$ cat src/hw/rtl/assert_macros.svh
// Assertion helpers, clocked on clk_i, off during reset.
`ifndef ASSERT_MACROS_SVH
`define ASSERT_MACROS_SVH

// Property checked at every rising edge.
`define WAVHP_ASSERT(label, prop) \
  label: assert property (@(posedge clk_i) disable iff (!rst_ni) (prop)) \
    else $error("wavhp assertion failed");

// Implication whose consequent is checked in the cycle after the antecedent.
`define WAVHP_ASSERT_NEXT(label, pre, post) \
  label: assert property (@(posedge clk_i) disable iff (!rst_ni) (pre) |=> (post)) \
    else $error("wavhp assertion failed");

`endif

$ cat src/hw/rtl/wavhp_pkg.sv
package wavhp_pkg;

  typedef enum logic [2:0] {
    StOk       = 3'd0,
    StTrunc    = 3'd1,
    StNoRiff   = 3'd2,
    StNoWave   = 3'd3,
    StNoFmt    = 3'd4,
    StFmtSize  = 3'd5,
    StCompress = 3'd6,
    StNoData   = 3'd7
  } status_e;

  typedef struct packed {
    logic [7:0] stream_byte;
    logic       first_byte;
    logic       final_byte;
  } in_word_t;

  typedef struct packed {
    status_e     status_code;
    logic [7:0]  channel_count;
    logic [31:0] sample_rate;
    logic [7:0]  bits_per_sample;
    logic [31:0] data_size;
  } out_word_t;

  localparam logic [31:0] TagRiff = "RIFF";
  localparam logic [31:0] TagWave = "WAVE";
  localparam logic [31:0] TagFmt  = "fmt ";
  localparam logic [31:0] TagData = "data";
  localparam logic [31:0] FmtSize = 32'h10;

endpackage

$ cat src/hw/rtl/wavhp_in_stage.sv
module wavhp_in_stage (
  input  logic               clk_i,
  input  logic               rst_ni,
  input  logic               in_valid_i,
  output logic               in_ready_o,
  input  wavhp_pkg::in_word_t in_word_i,
  output logic               vld_o,
  output wavhp_pkg::in_word_t word_o,
  input  logic               take_i
);
  import wavhp_pkg::*;

  logic     vld_q, vld_d;
  in_word_t word_q;

  assign in_ready_o = !vld_q || take_i;

  always_comb begin
    vld_d = vld_q;
    if (in_valid_i && in_ready_o) begin
      vld_d = 1'b1;
    end else if (take_i) begin
      vld_d = 1'b0;
    end
  end

  always_ff @(posedge clk_i or negedge rst_ni) begin
    if (!rst_ni) begin
      vld_q <= 1'b0;
    end else begin
      vld_q <= vld_d;
    end
  end

  always_ff @(posedge clk_i) begin
    if (in_valid_i && in_ready_o) begin
      word_q <= in_word_i;
    end
  end

  assign vld_o  = vld_q;
  assign word_o = word_q;
endmodule

$ cat src/hw/rtl/wavhp_parse.sv
`include "assert_macros.svh"

module wavhp_parse (
  input  logic                clk_i,
  input  logic                rst_ni,
  input  logic                step_i,
  input  wavhp_pkg::in_word_t  word_i,
  output logic                res_vld_o,
  output wavhp_pkg::out_word_t res_o
);
  import wavhp_pkg::*;

  localparam logic [4:0] PhIdle    = 5'd0;
  localparam logic [4:0] PhRiff    = 5'd1;
  localparam logic [4:0] PhLen     = 5'd2;
  localparam logic [4:0] PhWave    = 5'd3;
  localparam logic [4:0] PhFmt     = 5'd4;
  localparam logic [4:0] PhFsize   = 5'd5;
  localparam logic [4:0] PhFormat  = 5'd6;
  localparam logic [4:0] PhChan    = 5'd7;
  localparam logic [4:0] PhRate    = 5'd8;
  localparam logic [4:0] PhBrate   = 5'd9;
  localparam logic [4:0] PhAlign   = 5'd10;
  localparam logic [4:0] PhBits    = 5'd11;
  localparam logic [4:0] PhTag2    = 5'd12;
  localparam logic [4:0] PhSksize  = 5'd13;
  localparam logic [4:0] PhSkip    = 5'd14;
  localparam logic [4:0] PhDatatag = 5'd15;
  localparam logic [4:0] PhDsize   = 5'd16;
  localparam logic [4:0] PhDone    = 5'd17;

  function automatic logic [2:0] field_len(input logic [4:0] ph);
    logic [2:0] len;
    unique case (ph)
      PhFormat, PhChan, PhAlign, PhBits: len = 3'd2;
      PhRiff, PhLen, PhWave, PhFmt, PhFsize, PhRate, PhBrate,
      PhTag2, PhSksize, PhDatatag, PhDsize: len = 3'd4;
      default: len = 3'd1;
    endcase
    return len;
  endfunction

  function automatic logic [31:0] tag_word(input logic [4:0] ph);
    logic [31:0] t;
    unique case (ph)
      PhRiff:             t = TagRiff;
      PhWave:             t = TagWave;
      PhFmt:              t = TagFmt;
      PhTag2, PhDatatag:  t = TagData;
      default:            t = '0;
    endcase
    return t;
  endfunction

  logic [4:0]  phase_q, phase_d;
  logic [1:0]  bif_q, bif_d;
  logic [31:0] acc_q, acc_d;
  logic [31:0] skip_q, skip_d;
  logic [7:0]  chan_q, chan_d;
  logic [31:0] rate_q, rate_d;
  logic [7:0]  bits_q, bits_d;
  logic        miss_q, miss_d;

  logic [4:0]  ph;
  logic [1:0]  bif;
  logic [31:0] acc, acc_new, val, tag, skip_dec;
  logic        miss, miss_new, has_tag, field_end;
  logic [7:0]  tag_byte;
  logic [2:0]  len;
  logic        res_vld;
  status_e     st;

  always_comb begin
    ph  = word_i.first_byte ? PhRiff : phase_q;
    bif = word_i.first_byte ? 2'd0   : bif_q;
    acc = word_i.first_byte ? '0     : acc_q;
    miss = word_i.first_byte ? 1'b0  : miss_q;

    phase_d = phase_q;
    bif_d   = bif_q;
    acc_d   = acc_q;
    skip_d  = skip_q;
    chan_d  = chan_q;
    rate_d  = rate_q;
    bits_d  = bits_q;
    miss_d  = miss_q;

    if (word_i.first_byte) begin
      phase_d = PhRiff;
      bif_d   = '0;
      acc_d   = '0;
      skip_d  = '0;
      chan_d  = '0;
      rate_d  = '0;
      bits_d  = '0;
      miss_d  = 1'b0;
    end

    acc_new  = {word_i.stream_byte, acc[31:8]};
    tag      = tag_word(ph);
    has_tag  = (ph == PhRiff) || (ph == PhWave) || (ph == PhFmt) ||
               (ph == PhTag2) || (ph == PhDatatag);
    unique case (bif)
      2'd0: tag_byte = tag[31:24];
      2'd1: tag_byte = tag[23:16];
      2'd2: tag_byte = tag[15:8];
      default: tag_byte = tag[7:0];
    endcase
    miss_new  = miss || (has_tag && (tag_byte != word_i.stream_byte));
    len       = field_len(ph);
    field_end = (3'({1'b0, bif}) + 3'd1) >= len;
    val       = (len == 3'd2) ? {16'd0, acc_new[31:16]} : acc_new;
    skip_dec  = skip_q - 32'd1;

    res_vld = 1'b0;
    st      = StOk;

    if ((ph != PhIdle) && (ph < PhDone)) begin
      if (ph == PhSkip) begin
        skip_d = skip_dec;
        if (skip_dec == '0) begin
          phase_d = PhDatatag;
        end
      end else begin
        acc_d = acc_new;
        if (!field_end) begin
          bif_d  = 2'(bif + 2'd1);
          miss_d = miss_new;
        end else begin
          bif_d   = '0;
          miss_d  = 1'b0;
          phase_d = 5'(ph + 5'd1);
          unique case (ph)
            PhRiff: begin
              res_vld = miss_new;
              st      = StNoRiff;
            end
            PhWave: begin
              res_vld = miss_new;
              st      = StNoWave;
            end
            PhFmt: begin
              res_vld = miss_new;
              st      = StNoFmt;
            end
            PhFsize: begin
              res_vld = (val != FmtSize);
              st      = StFmtSize;
            end
            PhFormat: begin
              res_vld = (val[7:0] != 8'd1);
              st      = StCompress;
            end
            PhChan: chan_d = val[7:0];
            PhRate: rate_d = val;
            PhBits: bits_d = val[7:0];
            PhTag2: phase_d = miss_new ? PhSksize : PhDsize;
            PhSksize: begin
              skip_d  = val;
              phase_d = (val != '0) ? PhSkip : PhDatatag;
            end
            PhDatatag: begin
              res_vld = miss_new;
              st      = StNoData;
            end
            PhDsize: begin
              res_vld = 1'b1;
              st      = StOk;
            end
            default: ;
          endcase
        end
      end
      if (!res_vld && word_i.final_byte) begin
        res_vld = 1'b1;
        st      = StTrunc;
      end
      if (res_vld) begin
        phase_d = PhDone;
      end
    end

    res_o.status_code = st;
    if (st == StOk) begin
      res_o.channel_count   = chan_d;
      res_o.sample_rate     = rate_d;
      res_o.bits_per_sample = bits_d;
      res_o.data_size       = val;
    end else begin
      res_o.channel_count   = '0;
      res_o.sample_rate     = '0;
      res_o.bits_per_sample = '0;
      res_o.data_size       = '0;
    end
    res_vld_o = res_vld;
  end

  always_ff @(posedge clk_i or negedge rst_ni) begin
    if (!rst_ni) begin
      phase_q <= PhIdle;
      bif_q   <= '0;
      acc_q   <= '0;
      skip_q  <= '0;
      chan_q  <= '0;
      rate_q  <= '0;
      bits_q  <= '0;
      miss_q  <= 1'b0;
    end else if (step_i) begin
      phase_q <= phase_d;
      bif_q   <= bif_d;
      acc_q   <= acc_d;
      skip_q  <= skip_d;
      chan_q  <= chan_d;
      rate_q  <= rate_d;
      bits_q  <= bits_d;
      miss_q  <= miss_d;
    end
  end

  `WAVHP_ASSERT_NEXT(a_result_ends_parse, step_i && res_vld_o, phase_q == PhDone)
  `WAVHP_ASSERT(a_error_fields_zero, !step_i || !res_vld_o || (res_o.status_code == StOk) ||
                ((res_o.sample_rate == '0) && (res_o.data_size == '0)))
  `WAVHP_ASSERT(a_skip_nonzero, (phase_q != PhSkip) || (skip_q != '0))
  `WAVHP_ASSERT(a_no_field_index, ((phase_q != PhIdle) && (phase_q != PhSkip)) ||
                (bif_q == 2'd0))
endmodule

$ cat src/hw/rtl/wavhp_out_stage.sv
module wavhp_out_stage (
  input  logic                clk_i,
  input  logic                rst_ni,
  input  logic                load_i,
  input  wavhp_pkg::out_word_t word_i,
  output logic                space_o,
  output logic                out_valid_o,
  input  logic                out_ready_i,
  output wavhp_pkg::out_word_t out_word_o
);
  import wavhp_pkg::*;

  logic      vld_q, vld_d;
  out_word_t word_q;

  assign space_o = !vld_q || out_ready_i;

  always_comb begin
    vld_d = vld_q;
    if (load_i) begin
      vld_d = 1'b1;
    end else if (out_ready_i) begin
      vld_d = 1'b0;
    end
  end

  always_ff @(posedge clk_i or negedge rst_ni) begin
    if (!rst_ni) begin
      vld_q <= 1'b0;
    end else begin
      vld_q <= vld_d;
    end
  end

  always_ff @(posedge clk_i) begin
    if (load_i) begin
      word_q <= word_i;
    end
  end

  assign out_valid_o = vld_q;
  assign out_word_o  = word_q;
endmodule

$ cat src/hw/rtl/wav_header_parser.sv
// channel | handshake               | word
// in      | in_valid_i / in_ready_o   | in_word_t: stream_byte, first_byte, final_byte
// out     | out_valid_o / out_ready_i | out_word_t: status, channels, rate, bits, data size
//
// One byte word per cycle unless a held result stalls; the parse step loads each result.
// Input register feeds the parse step, which writes the result register.
// Reset leaves the parser idle until a word with first_byte; no clearing pass.
// A held result stalls the parse step only while out_ready_i is low; the input
// register still takes one more word meanwhile if it is empty.
module wav_header_parser (
  input  logic                clk_i,
  input  logic                rst_ni,
  input  logic                in_valid_i,
  output logic                in_ready_o,
  input  wavhp_pkg::in_word_t  in_word_i,
  output logic                out_valid_o,
  input  logic                out_ready_i,
  output wavhp_pkg::out_word_t out_word_o
);
  import wavhp_pkg::*;

  logic      stg_vld, space, take, res_vld;
  in_word_t  stg_word;
  out_word_t res_word;

  assign take = stg_vld && space;

  wavhp_in_stage u_in (
    .clk_i      (clk_i),
    .rst_ni     (rst_ni),
    .in_valid_i (in_valid_i),
    .in_ready_o (in_ready_o),
    .in_word_i  (in_word_i),
    .vld_o      (stg_vld),
    .word_o     (stg_word),
    .take_i     (take)
  );

  wavhp_parse u_parse (
    .clk_i     (clk_i),
    .rst_ni    (rst_ni),
    .step_i    (take),
    .word_i    (stg_word),
    .res_vld_o (res_vld),
    .res_o     (res_word)
  );

  wavhp_out_stage u_out (
    .clk_i       (clk_i),
    .rst_ni      (rst_ni),
    .load_i      (take && res_vld),
    .word_i      (res_word),
    .space_o     (space),
    .out_valid_o (out_valid_o),
    .out_ready_i (out_ready_i),
    .out_word_o  (out_word_o)
  );
endmodule
$ cat config.mk
export PLATFORM = sky130hd
export DESIGN_NAME = wav_header_parser
export DESIGN_NICKNAME = d
export VERILOG_FILES = /design/src/hw/rtl/wavhp_pkg.sv /design/src/hw/rtl/wavhp_in_stage.sv /design/src/hw/rtl/wavhp_parse.sv /design/src/hw/rtl/wavhp_out_stage.sv /design/src/hw/rtl/wav_header_parser.sv
export VERILOG_INCLUDE_DIRS = /design/src /design/src/hw/rtl
export SDC_FILE = /design/constraint.sdc
export NUM_CORES = 1
export LEC_CHECK = 0
export BUFFER_PORTS_ARGS = -buffer_cell sky130_fd_sc_hd__buf_2
export CAP_MARGIN = 40
export CORE_MARGIN = 1.5
export CORE_UTILIZATION = 55
export DETAILED_ROUTE_END_ITERATION = 7
export PLACE_DENSITY = 0.78
export SLEW_MARGIN = 20
export SYNTH_ARGS = -nofsm -noshare
export SYNTH_HDL_FRONTEND = slang
export SYNTH_HIERARCHICAL = 1
export SYNTH_SLANG_ARGS = --single-unit
$ cat constraint.sdc
create_clock -name clk_i -period 8.65 [get_ports clk_i]
set_input_delay 1.2975 -clock clk_i [delete_from_list [all_inputs] [get_ports clk_i]]
set_output_delay 1.2975 -clock clk_i [all_outputs]
set_load 0.1 [all_outputs]
* Yosys cells after proc, flatten, opt, wreduce, memory -nomap -nowiden
Memories as Yosys holds them, arrays and structs flattened. Cells that the tools add are included.
Cells by class: add/subtract/negate cells 4, reductions and logical operators 25, eq/ne operators 19, magnitude comparators 2, muxes and demuxes 59
Operator list (number):
- $mux W32 | 14
- $pmux W31 S4 | 1
- $mux W8 | 10
- $mux W5 | 7
- $logic_not A32 Y1 | 1
- $ne A32 B5 Y1 const B | 1
- $reduce_bool A32 Y1 | 1
- $sub A32 B1 Y32 const B | 1
- $eq A5 B4 Y1 const B | 6
- $pmux W8 S3 | 1
- $eq A5 B3 Y1 const B | 4
- $pmux W3 S6 | 1
- $mux W1 | 15
- $mux W3 | 4
- $pmux W5 S2 | 1
- $mux W2 | 4
- $ne A8 B1 Y1 const B | 1
- $ne A8 B8 Y1 | 1
- $logic_or A1 B1 Y1 | 7
- $logic_and A1 B1 Y1 | 6
- $add A5 B1 Y5 const B | 1
- $eq A5 B1 Y1 const B | 1
- $eq A5 B2 Y1 const B | 1
- $eq A5 B5 Y1 const B | 1
- 15 further kinds | 18
Word-level totals: output and inout bits 85, logic and storage cells 128, bits in read-only memories 96, register bits 215, memories 1, bits of input ports 14
Memory list:
- (name not given) | words 32, width 3, rd ports 1, clocked after memory_dff 0, wr ports 0, RTL line wavhp_parse.sv:34 | unique case (ph)

* Longest topological paths before layout
Gate-level depths: netlist of run 1.
depth in word-level cells 19, depth in mapped cells 23, depth with buffers taken out 17

* Hierarchy
Netlist of run 1, hierarchy kept.
Modules (own cells, without submodules):
- wavhp_parse | area each 8580.7 µm², times used 1, cells each 1110
- wavhp_out_stage | area each 2539.9 µm², times used 1, cells each 86
- wavhp_in_stage | area each 354.1 µm², times used 1, cells each 14
- wav_header_parser | area each 12.5 µm², times used 1, cells each 2

* Least setup slack after synthesis of run 1
Ideal clock, no wire load.
path type flip-flop to flip-flop, start point reg u_in.word_q, in the netlist u_in/word_o[1], end point reg u_out.vld_q, in the netlist u_out/out_valid_o, stages on the path, launching flop included 21, path buffers 5, setup slack 2421 ps, data arrival time 6151 ps, path through edfxtp_1 > buf_2 > buf_1 > clkbuf_1 > clkbuf_1 > nor2_1 > inv_1 > ha_1 > clkbuf_1 > nand2_1 > a21oi_1 > o21ai_0 > ha_1 > nand2b_1 > a21o_1 > a21oi_1 > nor2_1 > nand2_1 > o211ai_1 > and3_1 > nand2b_2
Between the ends: word-level cells in the longest chain between the ends 19
Ends and longest elaborated chain:
- start: declaration | RTL line wavhp_in_stage.sv:14 | in_word_t word_q;
- start signal: assignment | RTL line wavhp_in_stage.sv:37 | word_q <= in_word_i;
- parallel branches: the longest is 16 deep, another holds $mem_v2 Z32 W3
- $mux W1 (*) | RTL line wavhp_parse.sv:118 | if ((ph != PhIdle) && (ph < PhDone)) begin
- named net res_vld | RTL line wav_header_parser.sv:22 | logic stg_vld, space, take, res_vld;
- $logic_and A1 B1 Y1 (*) | RTL line wav_header_parser.sv:51 | .load_i (take && res_vld),
- $mux W1 / $reduce_bool A2 Y1 (equally long branches)
- end signal: assignment | RTL line wavhp_out_stage.sv:31 | vld_q <= vld_d;
- end: declaration | RTL line wavhp_out_stage.sv:13 | logic vld_q, vld_d;
Mark *: on every way through the listed nets, which the timed path passes. The select of a mux whose other input is x is not followed. A chain may end at the register's enable or synchronous reset.

* Final worst setup path of run 1
start point reg u_in.word_q, in the netlist u_in/word_o[1], end point reg u_out.word_q, in the netlist u_out/out_word_o[34], enable pin
Between the ends: word-level cells in the longest chain between the ends 18
Ends and longest elaborated chain:
- parallel branches: the longest is 16 deep, another holds $mem_v2 Z32 W3
- $mux W1 (*) | RTL line wavhp_parse.sv:118
- named net res_vld | RTL line wav_header_parser.sv:22
- $logic_and A1 B1 Y1 (*) | RTL line wav_header_parser.sv:51
- end signal: assignment | RTL line wavhp_out_stage.sv:37 | word_q <= word_i;
- end: declaration | RTL line wavhp_out_stage.sv:14 | out_word_t word_q;
Marked as above.

==> results of run 1 <==
==> layer usage <==
| metal | share of wire (%) | up-vias |
|---|---|---|
| met5 | 0 | - |
| met3 | 9.9 | 80 |
| li1 | - | 4608 |
| met1 | 42 | 4788 |
| met2 | 44 | 601 |
| met4 | 3.6 | 0 |
==> final cells by class <==
cell class / count / area (sq um)
Fill cell: 1609 / 7557
Sequential cell: 207 / 5645
Multi-Input combinational cell: 861 / 5254
Timing Repair Buffer: 120 / 708.2
Clock buffer: 29 / 608.1
Tap cell: 270 / 337.8
Inverter: 44 / 165.2
Clock inverter: 11 / 88.84
==> cell usage after synthesis, types with 4 or more instances <==
cell type    n
a21oi_1     79
a22o_1      36
a22oi_1     25
a2bb2oi_1    6
a311oi_1     4
a31o_2       5
a31oi_1     26
a32oi_1      9
and2_1       6
and3_1      35
buf_1       10
buf_2       15
buf_4        4
clkbuf_1    66
dfrtp_1    114
edfxtp_1    93
ha_1        15
inv_1       43
nand2_1     82
nand2b_1     7
nand3_1     20
nand4_1      7
nand4b_1     4
nor2_1     142
nor2b_1      8
nor3_1      47
nor3b_1      9
nor4_1      22
nor4b_1      6
o211ai_1     5
o21ai_0     84
o21ai_1      7
o22ai_1     34
o2bb2ai_1    6
o31ai_1      5
o32ai_1      8
or2_2        6
or3_1        8
or4_1        5
xnor2_1      9
xor2_1      10
==> worst max-delay path, stage by stage (launching register included) <==
cell and delay [ns]:
edfxtp_1 0.36, buf_4 0.26, or3b_1 0.51, nor2_4 0.63, inv_2 0.49, ha_1 0.42
a21o_1 0.12, a21oi_1 0.25, nor2_1 0.52, nand2_1 0.14, o211ai_1 0.45, and3_4 0.71
buf_4 0.48
==> stage by stage <==
| step | area (sq um) | worst slack, ns | hold slack (ns) | utilization [%] |
|---|---|---|---|---|
| 6_report | 12810 | 2.839 | 0.4872 | 62.89 |
| 5_1_grt | 12810 | 2.452 | 0.4976 | 62.89 |
| 4_1_cts | 12740 | 2.979 | 0.4796 | 62.56 |
| 3_5_place_dp | 12040 | 2.977 | 0.4646 | 59.14 |
| 3_3_place_gp | 12020 | 3.110 | 0.4547 | 59.00 |
| 2_1_floorplan | 11490 | 2.421 | 0.4401 | - |
==> where the power goes <==
part	internal, W	switching [W]	total (W)
clock	0.000527	0.000380	0.000907
sequential	0.00132	0.000261	0.00158
combinational	0.000583	0.00178	0.00236
==> state kept, by name, indices dropped and copies added (netlist names), 2 cells and up <==
register          cells
u_parse/rate_q       32
u_in/word_o          10
u_out/out_word_o     83
u_parse/acc_q        24
u_parse/chan_q        8
u_parse/bits_q        8
u_parse/skip_q       32
u_parse/phase_q       5
u_parse/bif_q         2
==> cells by family after synthesis <==
kind of cell / share of synthesized area (%)
AND/OR/NAND/NOR: 19.95
XOR/XNOR: 1.688
flip-flops: 49.15
buffers and inverters: 5.217
multiplexers: 0.2723
AO/OA/AOI/OAI: 22.09
adder cells (fa/ha/maj): 1.634
==> how the worst max path moves through the flow <==
stage | slack [ns] | cells after the start | to
4_1_cts | 2.98 | 12 | u_out/out_word_o[37]
6_report | 2.84 | 12 | u_out/out_word_o[34]
5_1_grt | 2.45 | 12 | u_out/out_word_o[34]
2_1_floorplan | 2.42 | 20 | u_out/out_valid_o
3_3_place_gp | 3.11 | 12 | u_out/out_word_o[37]
3_5_place_dp | 2.98 | 12 | u_out/out_word_o[37]
==> impl_metrics.env, run 1 <==
export IMPL_postCtsSetupBuffers=0
export IMPL_holdPathStages=2
export IMPL_first_pass_iters=6
export IMPL_n_antenna_cell=0
export IMPL_syn_area_sq_mm=0.01149
export IMPL_max_freq_mhz=172.1
export IMPL_start_util_pct=56.41
export IMPL_crit_type="reg2reg"
export IMPL_reg2reg_from="u_in/word_o[1]"
export IMPL_clk_pin_slew_ns=0.06
export IMPL_cp_startpoint="u_in/word_o[1]"
export IMPL_core_area_sq_mm=0.02036
export IMPL_status="completed"
export IMPL_setup_viol=0
export IMPL_met3_usage_pct=4.383
export IMPL_slew_violations=0
export IMPL_rows=52
export IMPL_r2r_slack_ns=2.84
export IMPL_track_usage_pct=29.60
export IMPL_port_buffers=98
export IMPL_synthDistinctLibCells=90
export IMPL_rr_worst_depth=12
export IMPL_fin_crit_sh_pct=67.18
export IMPL_yosys_area_top_type="dfrtp_1"
export IMPL_die_width_um=147.5
export IMPL_synth_ff_type="dfrtp_1"
export IMPL_fin_cells=1542
export IMPL_drc_errors=0
export IMPL_dp_cells=1497
export IMPL_die_area_sq_mm=0.02176
export IMPL_ys_seq_elements=207
export IMPL_finalPower_w=0.004850
export IMPL_leakage_nw=5.151
export IMPL_grt_pass1_vias=9153
export IMPL_netlist_area_leader_share_pct=24.83
export IMPL_cts_tree="built"
export IMPL_synth_seq_area_share_pct=49.14
export IMPL_clkSinkCount=207
export IMPL_hp_start="u_parse/rate_q[13]"
export IMPL_final_cell_mix="nor2_1, dfrtp_1, buf_2"
export IMPL_cts_buffers=22
export IMPL_dr_first_iter_drc_count=1418
export IMPL_relSlewSlack_pct=39.36
export IMPL_crit_reg2reg_capture="u_out/out_word_o[34]"
export IMPL_synthesis_nets=1241
export IMPL_overflow=0
export IMPL_worst_slew_pin_slew_ns=0.9096
export IMPL_cap_violations=0
export IMPL_grt_setup_unrepaired="no"
export IMPL_setup_tns_ns=0
export IMPL_cp_required_ns=8.80
export IMPL_ir_drop_v=0.0002991
export IMPL_postRouteAntennaNets=0
export IMPL_synth_async_reset_ratio_pct=55.07
export IMPL_cts_resized=0
export IMPL_min_period_ns=5.811
export IMPL_critPathMaxFanout=53
export IMPL_finClkSkew_ns=0.02245
export IMPL_clk_insertion_delay_late_ns=0.51
export IMPL_use_met2_pct=44.35
export IMPL_met1_usage_pct=43.42
export IMPL_cts_hold_buf=0
export IMPL_mostFrequentLayoutCell="nor2_1"
export IMPL_htreeDepth=1
export IMPL_power_density_mw_per_mm2=378.7
export IMPL_critical_path_startpoint_type="flip-flop"
export IMPL_cts_buffer_depth=3
export IMPL_cts_root_buf="clkbuf_16"
export IMPL_arrival_ns=5.96
export IMPL_drive_gt1_share_pct=15.25
export IMPL_detail_route_wl_per_cell_um=20.97
export IMPL_avgSynthCellArea_sq_um=9.478
export IMPL_synthCells=1212
export IMPL_vias=10080
export IMPL_grt_first_pass_wirelength_mm=50.81
export IMPL_grt_antenna_before_repair=0
export IMPL_dp_hpwl_mm=20.87
export IMPL_grt_max_degree=91
export IMPL_syn2layout_area_growth_pct=11.49
export IMPL_place_gp_congestion=0.9236
export IMPL_nets=1285
export IMPL_viasPerCell=6.535
export IMPL_ios=99
export IMPL_busiest_layer="met2"
export IMPL_yosysWarnings=6
export IMPL_synth_area_top_cells="dfrtp_1, edfxtp_1, nor2_1, o21ai_0, a21oi_1"
export IMPL_min_delay_worst_endpoint="u_parse/rate_q[13]"
export IMPL_hold_viol_final=0
export IMPL_min_path_type="reg2reg"
export IMPL_synth_edff_count=93
export IMPL_die_h_um=147.5
export IMPL_totalWireLength_mm=32.34
export IMPL_cp_end_kind="flip-flop"
Note: power is estimated with default switching activity, not from simulation.
==> run 2, diff against run 1 <==
- PLACE_DENSITY: 0.78 -> 0.81
- clock period: 8.65 -> 4.79 ns (I/O delays scaled with it)
==> run 2 against run 1 <==
  * Sequential power is 80% higher
  * Non-clock buffer count up 24
  * Cell count rose by 1.6%
  * Worst setup slack lost 2.6 ns
  * Critical path depth rose by 2
  * Sequential share of layout area fell by 0.93 points
  * First-iteration DRC count is 5.8% higher
  * Total power increased by 88%
  * Utilization is 1.4 points higher
  * Count of clock-buffer cells in the layout decreased by 2
  * Clock power rose by 96%
  * Critical path type unchanged
  * Highest routed layer unchanged
==> impl_metrics.env, run 2 (synthesis gave the netlist of run 1 again) <==
export IMPL_status="completed"
export IMPL_min_period_ns=4.531
export IMPL_detail_route_wl_per_cell_um=21.32
export IMPL_clkSinkCount=207
export IMPL_overflow=0
export IMPL_r2r_slack_ns=0.26
export IMPL_largest_register_ffs=83
export IMPL_relSlewSlack_pct=43.58
export IMPL_finalPower_w=0.009101
export IMPL_worst_slew_pin_slew_ns=0.8423
export IMPL_cp_end_kind="flip-flop"
export IMPL_finClkSkew_ns=0.007376
export IMPL_critPathTopFamily="compound AO/OA/AOI/OAI gates"
export IMPL_viasPerCell=6.640
export IMPL_clk_insertion_delay_late_ns=0.50
export IMPL_critPathMaxFanout=20
export IMPL_die_h_um=147.5
export IMPL_cts_tree="built"
export IMPL_grt_first_pass_wirelength_mm=52.27
export IMPL_mostFrequentLayoutCell="nor2_1"
export IMPL_arrival_ns=4.75
export IMPL_cp_slowest_cell="o211ai_4"
export IMPL_hold_viol_final=0
export IMPL_rows=52
export IMPL_ir_drop_v=0.0003608
export IMPL_cp_slowest_stage_delay_ns=0.71
export IMPL_start_util_pct=56.41
export IMPL_critPathBufInv=2
export IMPL_path_cells="nor2_1 > inv_1 > ha_1 > and3_1 > ha_1 > nor4_1 > o32ai_1 > xnor2_1 > o2111ai_1 > o21ai_1 > a21boi_2 > o211ai_4 > buf_4 > nor3_1"
export IMPL_grt_max_degree=124
export IMPL_totalWireLength_mm=33.39
export IMPL_crit_type="reg2reg"
export IMPL_setup_tns_ns=0
export IMPL_dp_hpwl_mm=21.60
export IMPL_max_freq_mhz=220.7
export IMPL_grt_antenna_before_repair=0
export IMPL_first_pass_iters=6
export IMPL_crit_top_cell="ha_1"
export IMPL_cap_violations=0
export IMPL_port_buffers=98
export IMPL_slew_violations=0
export IMPL_grt_setup_unrepaired="no"
export IMPL_final_util_pct=64.24
export IMPL_fin_crit_sh_pct=94.58
export IMPL_nets=1309
export IMPL_cts_buffers=22
export IMPL_cts_buffer_depth=3
export IMPL_vias=10400
export IMPL_critical_path_startpoint_type="flip-flop"
export IMPL_min_path_type="in2async"
export IMPL_die_width_um=147.5
export IMPL_drc_errors=0
export IMPL_final_cell_mix="nor2_1, dfrtp_1, buf_2"
export IMPL_power_density_mw_per_mm2=695.7
export IMPL_die_area_sq_mm=0.02176
export IMPL_dr_first_iter_drc_count=1500
export IMPL_htreeDepth=1
export IMPL_track_usage_pct=30.18
export IMPL_leakage_nw=5.310
export IMPL_grt_pass1_vias=9538
export IMPL_placed_area_sq_mm=0.01229
export IMPL_cp_required_ns=5.01
export IMPL_cts_root_buf="clkbuf_16"
export IMPL_clk_pin_slew_ns=0.06
export IMPL_whs_ns=0.1504
export IMPL_ios=99
export IMPL_drive_gt1_share_pct=17.21
export IMPL_core_area_sq_mm=0.02036
export IMPL_fin_area_sq_mm=0.01308
export IMPL_syn2layout_area_growth_pct=13.89
export IMPL_n_antenna_cell=0
export IMPL_setup_viol=0
export IMPL_place_gp_congestion=0.9674
export IMPL_postRouteAntennaNets=0
[run 2: worst register-to-register path: cells and delay by family (launching register included)]
| kind | cells | cell delay (ns) |
|---|---|---|
| AOI/OAI and AO/OA | 5 | 1.48 |
| xor gates and xnor gates | 1 | 0.16 |
| adders and majority gates | 2 | 0.63 |
| buffers and inverters | 2 | 0.41 |
| DFF | 1 | 0.46 |
| and+or+nand+nor | 4 | 1.10 |
[run 2: timing repair]
item | CTS | global route
gates resized for setup | 0 | 1
hold buffers | 0 | 0
buffers inserted | 0 | 0
endpoints found under the setup margin | 0 | 67
[run 2: layer usage]
metal,up-vias,wire length [um],global-route usage (%)
met2,664,15030,46.61
met3,104,3338,5.123
met5,-,0,0
met1,4981,13260,41.04
li1,4650,-,-
met4,0,1760,15.75
[run 2: worst paths after layout]
| kind | from | end | depth (start not counted) |
|---|---|---|---|
| max in group asynchronous | rst_ni | u_parse/rate_q[23] | 2 |
| worst min register to register | u_parse/rate_q[0] | u_parse/rate_q[0] | 2 |
| worst max-delay path | u_in/word_o[1] | u_out/out_word_o[7] | 14 |
| worst min-delay path | rst_ni | u_parse/skip_q[4] | 1 |
| worst max register to register | u_in/word_o[1] | u_out/out_word_o[7] | 14 |
| min in group clk_i | in_word_i[2] | u_in/word_o[2] | 1 |
[run 2: where the power goes]
group          switching (W)  internal, W  total (W)
logic                0.00328      0.00119    0.00447
clock network       0.000700      0.00108    0.00178
registers           0.000463      0.00238    0.00284
[run 2: final cells by class]
type | instances | area [sq um]
Clock buffer | 27 | 620.6
Clock inverter | 13 | 151.4
Fill cell | 1620 | 7282
Inverter | 44 | 165.2
Multi-Input combinational cell | 861 | 5256
Sequential cell | 207 | 5645
Tap cell | 270 | 337.8
Timing Repair Buffer | 144 | 905.9
[run 2: metrics by stage]
stage / worst slack [ns] / std cells
5_1_grt: 0.02562 / 1566
3_5_place_dp: 0.3141 / 1525
6_report: 0.2595 / 1566
4_1_cts: 0.2711 / 1565
3_3_place_gp: 0.3176 / 1522
2_1_floorplan: 0.07539 / 1212
==> run 3, diff against run 2 <==
- CELL_PAD_IN_SITES_DETAIL_PLACEMENT: not set -> 0
- CELL_PAD_IN_SITES_GLOBAL_PLACEMENT: not set -> 1
- CORE_UTILIZATION: 55 -> 42
- PLACE_DENSITY: 0.81 -> 0.8
==> run 3 against run 2 <==
  * First-iteration DRC count down 17%
  * Clock power down 5%
  * Hold slack better by 0.062 ns
  * Critical path depth unchanged
  * Sequential power about the same
  * Total power down 1.1%
  * Combinational power about the same
  * Cell count up 5.3%
  * Critical endpoint is now u_out/out_word_o[9]
==> impl_metrics.env, run 3 (synthesis gave the netlist of run 1 again) <==
export IMPL_fin_crit_sh_pct=91.87
export IMPL_htreeDepth=1
export IMPL_grt_max_degree=71
export IMPL_worst_slack_ns=0.3895
export IMPL_clk_pin_slew_ns=0.06
export IMPL_dr_first_iter_drc_count=1241
export IMPL_die_area_sq_mm=0.02835
export IMPL_crit_type="reg2reg"
export IMPL_detail_route_wl_per_cell_um=21.52
export IMPL_postCtsSetupBuffers=0
export IMPL_leakage_nw=5.320
export IMPL_die_width_um=168.4
export IMPL_worst_slew_pin_slew_ns=0.7727
export IMPL_port_buffers=98
export IMPL_cts_resized=0
export IMPL_power_density_mw_per_mm2=683.6
export IMPL_min_path_type="in2async"
export IMPL_whs_ns=0.2121
export IMPL_cp_slowest_cell="o211ai_4"
export IMPL_rows=60
export IMPL_cp_required_ns=5.02
export IMPL_start_util_pct=42.74
export IMPL_clk_insertion_delay_late_ns=0.52
export IMPL_hold_viol_final=0
export IMPL_grt_antenna_before_repair=0
export IMPL_track_usage_pct=24.83
export IMPL_drive_gt1_share_pct=17.58
export IMPL_top_layer="met4"
export IMPL_final_util_pct=48.99
export IMPL_totalWireLength_mm=35.49
export IMPL_cp_slowest_stage_delay_ns=0.54
export IMPL_vias=10130
export IMPL_postRouteAntennaNets=0
export IMPL_n_antenna_cell=0
export IMPL_largest_register_ffs=83
export IMPL_status="completed"
export IMPL_grt_pass1_vias=9473
export IMPL_relSlewSlack_pct=48.14
export IMPL_grt_first_pass_wirelength_mm=55.28
export IMPL_slew_violations=0
export IMPL_nets=1321
export IMPL_r2r_slack_ns=0.39
export IMPL_first_pass_iters=5
export IMPL_core_area_sq_mm=0.02688
export IMPL_drc_errors=0
export IMPL_dr_wl_met3_mm=2.454
export IMPL_cts_tree="built"
export IMPL_syn2layout_area_growth_pct=14.62
export IMPL_mostFrequentLayoutCell="nor2_1"
export IMPL_setup_viol=0
export IMPL_ir_drop_v=0.0003973
export IMPL_max_freq_mhz=227.2
export IMPL_met2_length_mm=15.70
export IMPL_multi_input_area_sq_mm=0.005254
export IMPL_critical_path_startpoint_type="flip-flop"
export IMPL_finClkSkew_ns=0.01927
export IMPL_cts_buffer_depth=3
export IMPL_cap_violations=0
export IMPL_grt_setup_unrepaired="no"
export IMPL_path_cells="nor2_1 > inv_1 > ha_1 > and3_1 > ha_1 > nor4_1 > o32ai_1 > xnor2_1 > o2111ai_1 > o21ai_1 > a21boi_2 > o211ai_4 > buf_12 > nor2_1"
export IMPL_place_gp_congestion=0.9006
export IMPL_arrival_ns=4.63
export IMPL_final_cell_mix="nor2_1, dfrtp_1, buf_2"
export IMPL_cts_root_buf="clkbuf_16"
export IMPL_ios=99
export IMPL_cp_end_kind="flip-flop"
export IMPL_clkSinkCount=207
export IMPL_critPathMaxFanout=62
export IMPL_setup_tns_ns=0
export IMPL_viasPerCell=6.141
export IMPL_dp_hpwl_mm=23.90
export IMPL_die_h_um=168.4
export IMPL_cts_hold_buf=0
export IMPL_min_period_ns=4.401
export IMPL_nFillCells=2530
export IMPL_seqCellArea_sq_mm=0.005645
export IMPL_cts_buffers=23
export IMPL_drt_met1_wl_mm=16.09
export IMPL_overflow=0
export IMPL_pre_cts_ws_ns=0.4575
## run 3: stage by stage
| stage | total power [W] | cell area, sq um | instances |
|---|---|---|---|
| 2_1_floorplan | 0.006182 | 11490 | 1212 |
| 3_3_place_gp | 0.007225 | 12410 | 1603 |
| 3_5_place_dp | 0.007277 | 12440 | 1606 |
| 4_1_cts | 0.008983 | 13150 | 1647 |
| 5_1_grt | 0.009441 | 13170 | 1649 |
| 6_report | 0.009001 | 13170 | 1649 |
## run 3: metal layers
layer,track usage [%],up-vias
met2,37.72,426
met4,9.394,0
li1,-,4684
met1,35.41,4944
met5,0,-
met3,4.349,72
## run 3: path summary, 6_finish.rpt
kind | start | endpoint | depth (start not counted)
setup / recovery | u_in/word_o[1] | u_out/out_word_o[9] | 14
hold / removal | rst_ni | u_parse/skip_q[5] | 1
setup reg to reg | u_in/word_o[1] | u_out/out_word_o[9] | 14
hold reg to reg | u_parse/rate_q[4] | u_parse/rate_q[4] | 2
max in group asynchronous | rst_ni | u_parse/skip_q[14] | 2
min in group clk_i | in_word_i[3] | u_in/word_o[3] | 1
## run 3: cell type report
type | count | share of cell area (%)
multi-input combinational | 861 | 39.90
clock inverter | 13 | 0.7412
sequential | 207 | 42.88
clock buffer | 28 | 4.666
timing repair buffer | 155 | 7.317
inverter | 44 | 1.254
tap | 341 | 3.241
## run 3: critical path, delay by kind of cell (launching register included)
kind / cells / cell delay [ns]
AOI/OAI and AO/OA: 5 / 1.34
xor gates and xnor gates: 1 / 0.16
adders and majority gates: 2 / 0.60
buffers and inverters: 2 / 0.44
DFF: 1 / 0.44
and+or+nand+nor: 4 / 1.09
## run 3: report_power, final
group | internal [W] | switching, W | leakage, nW | total [W]
clock network | 0.000964 | 0.000731 | 0.336 | 0.00169
registers | 0.00238 | 0.000468 | 2.42 | 0.00285
logic | 0.00117 | 0.00329 | 2.56 | 0.00446
total | 0.00451 | 0.00449 | 5.32 | 0.00900
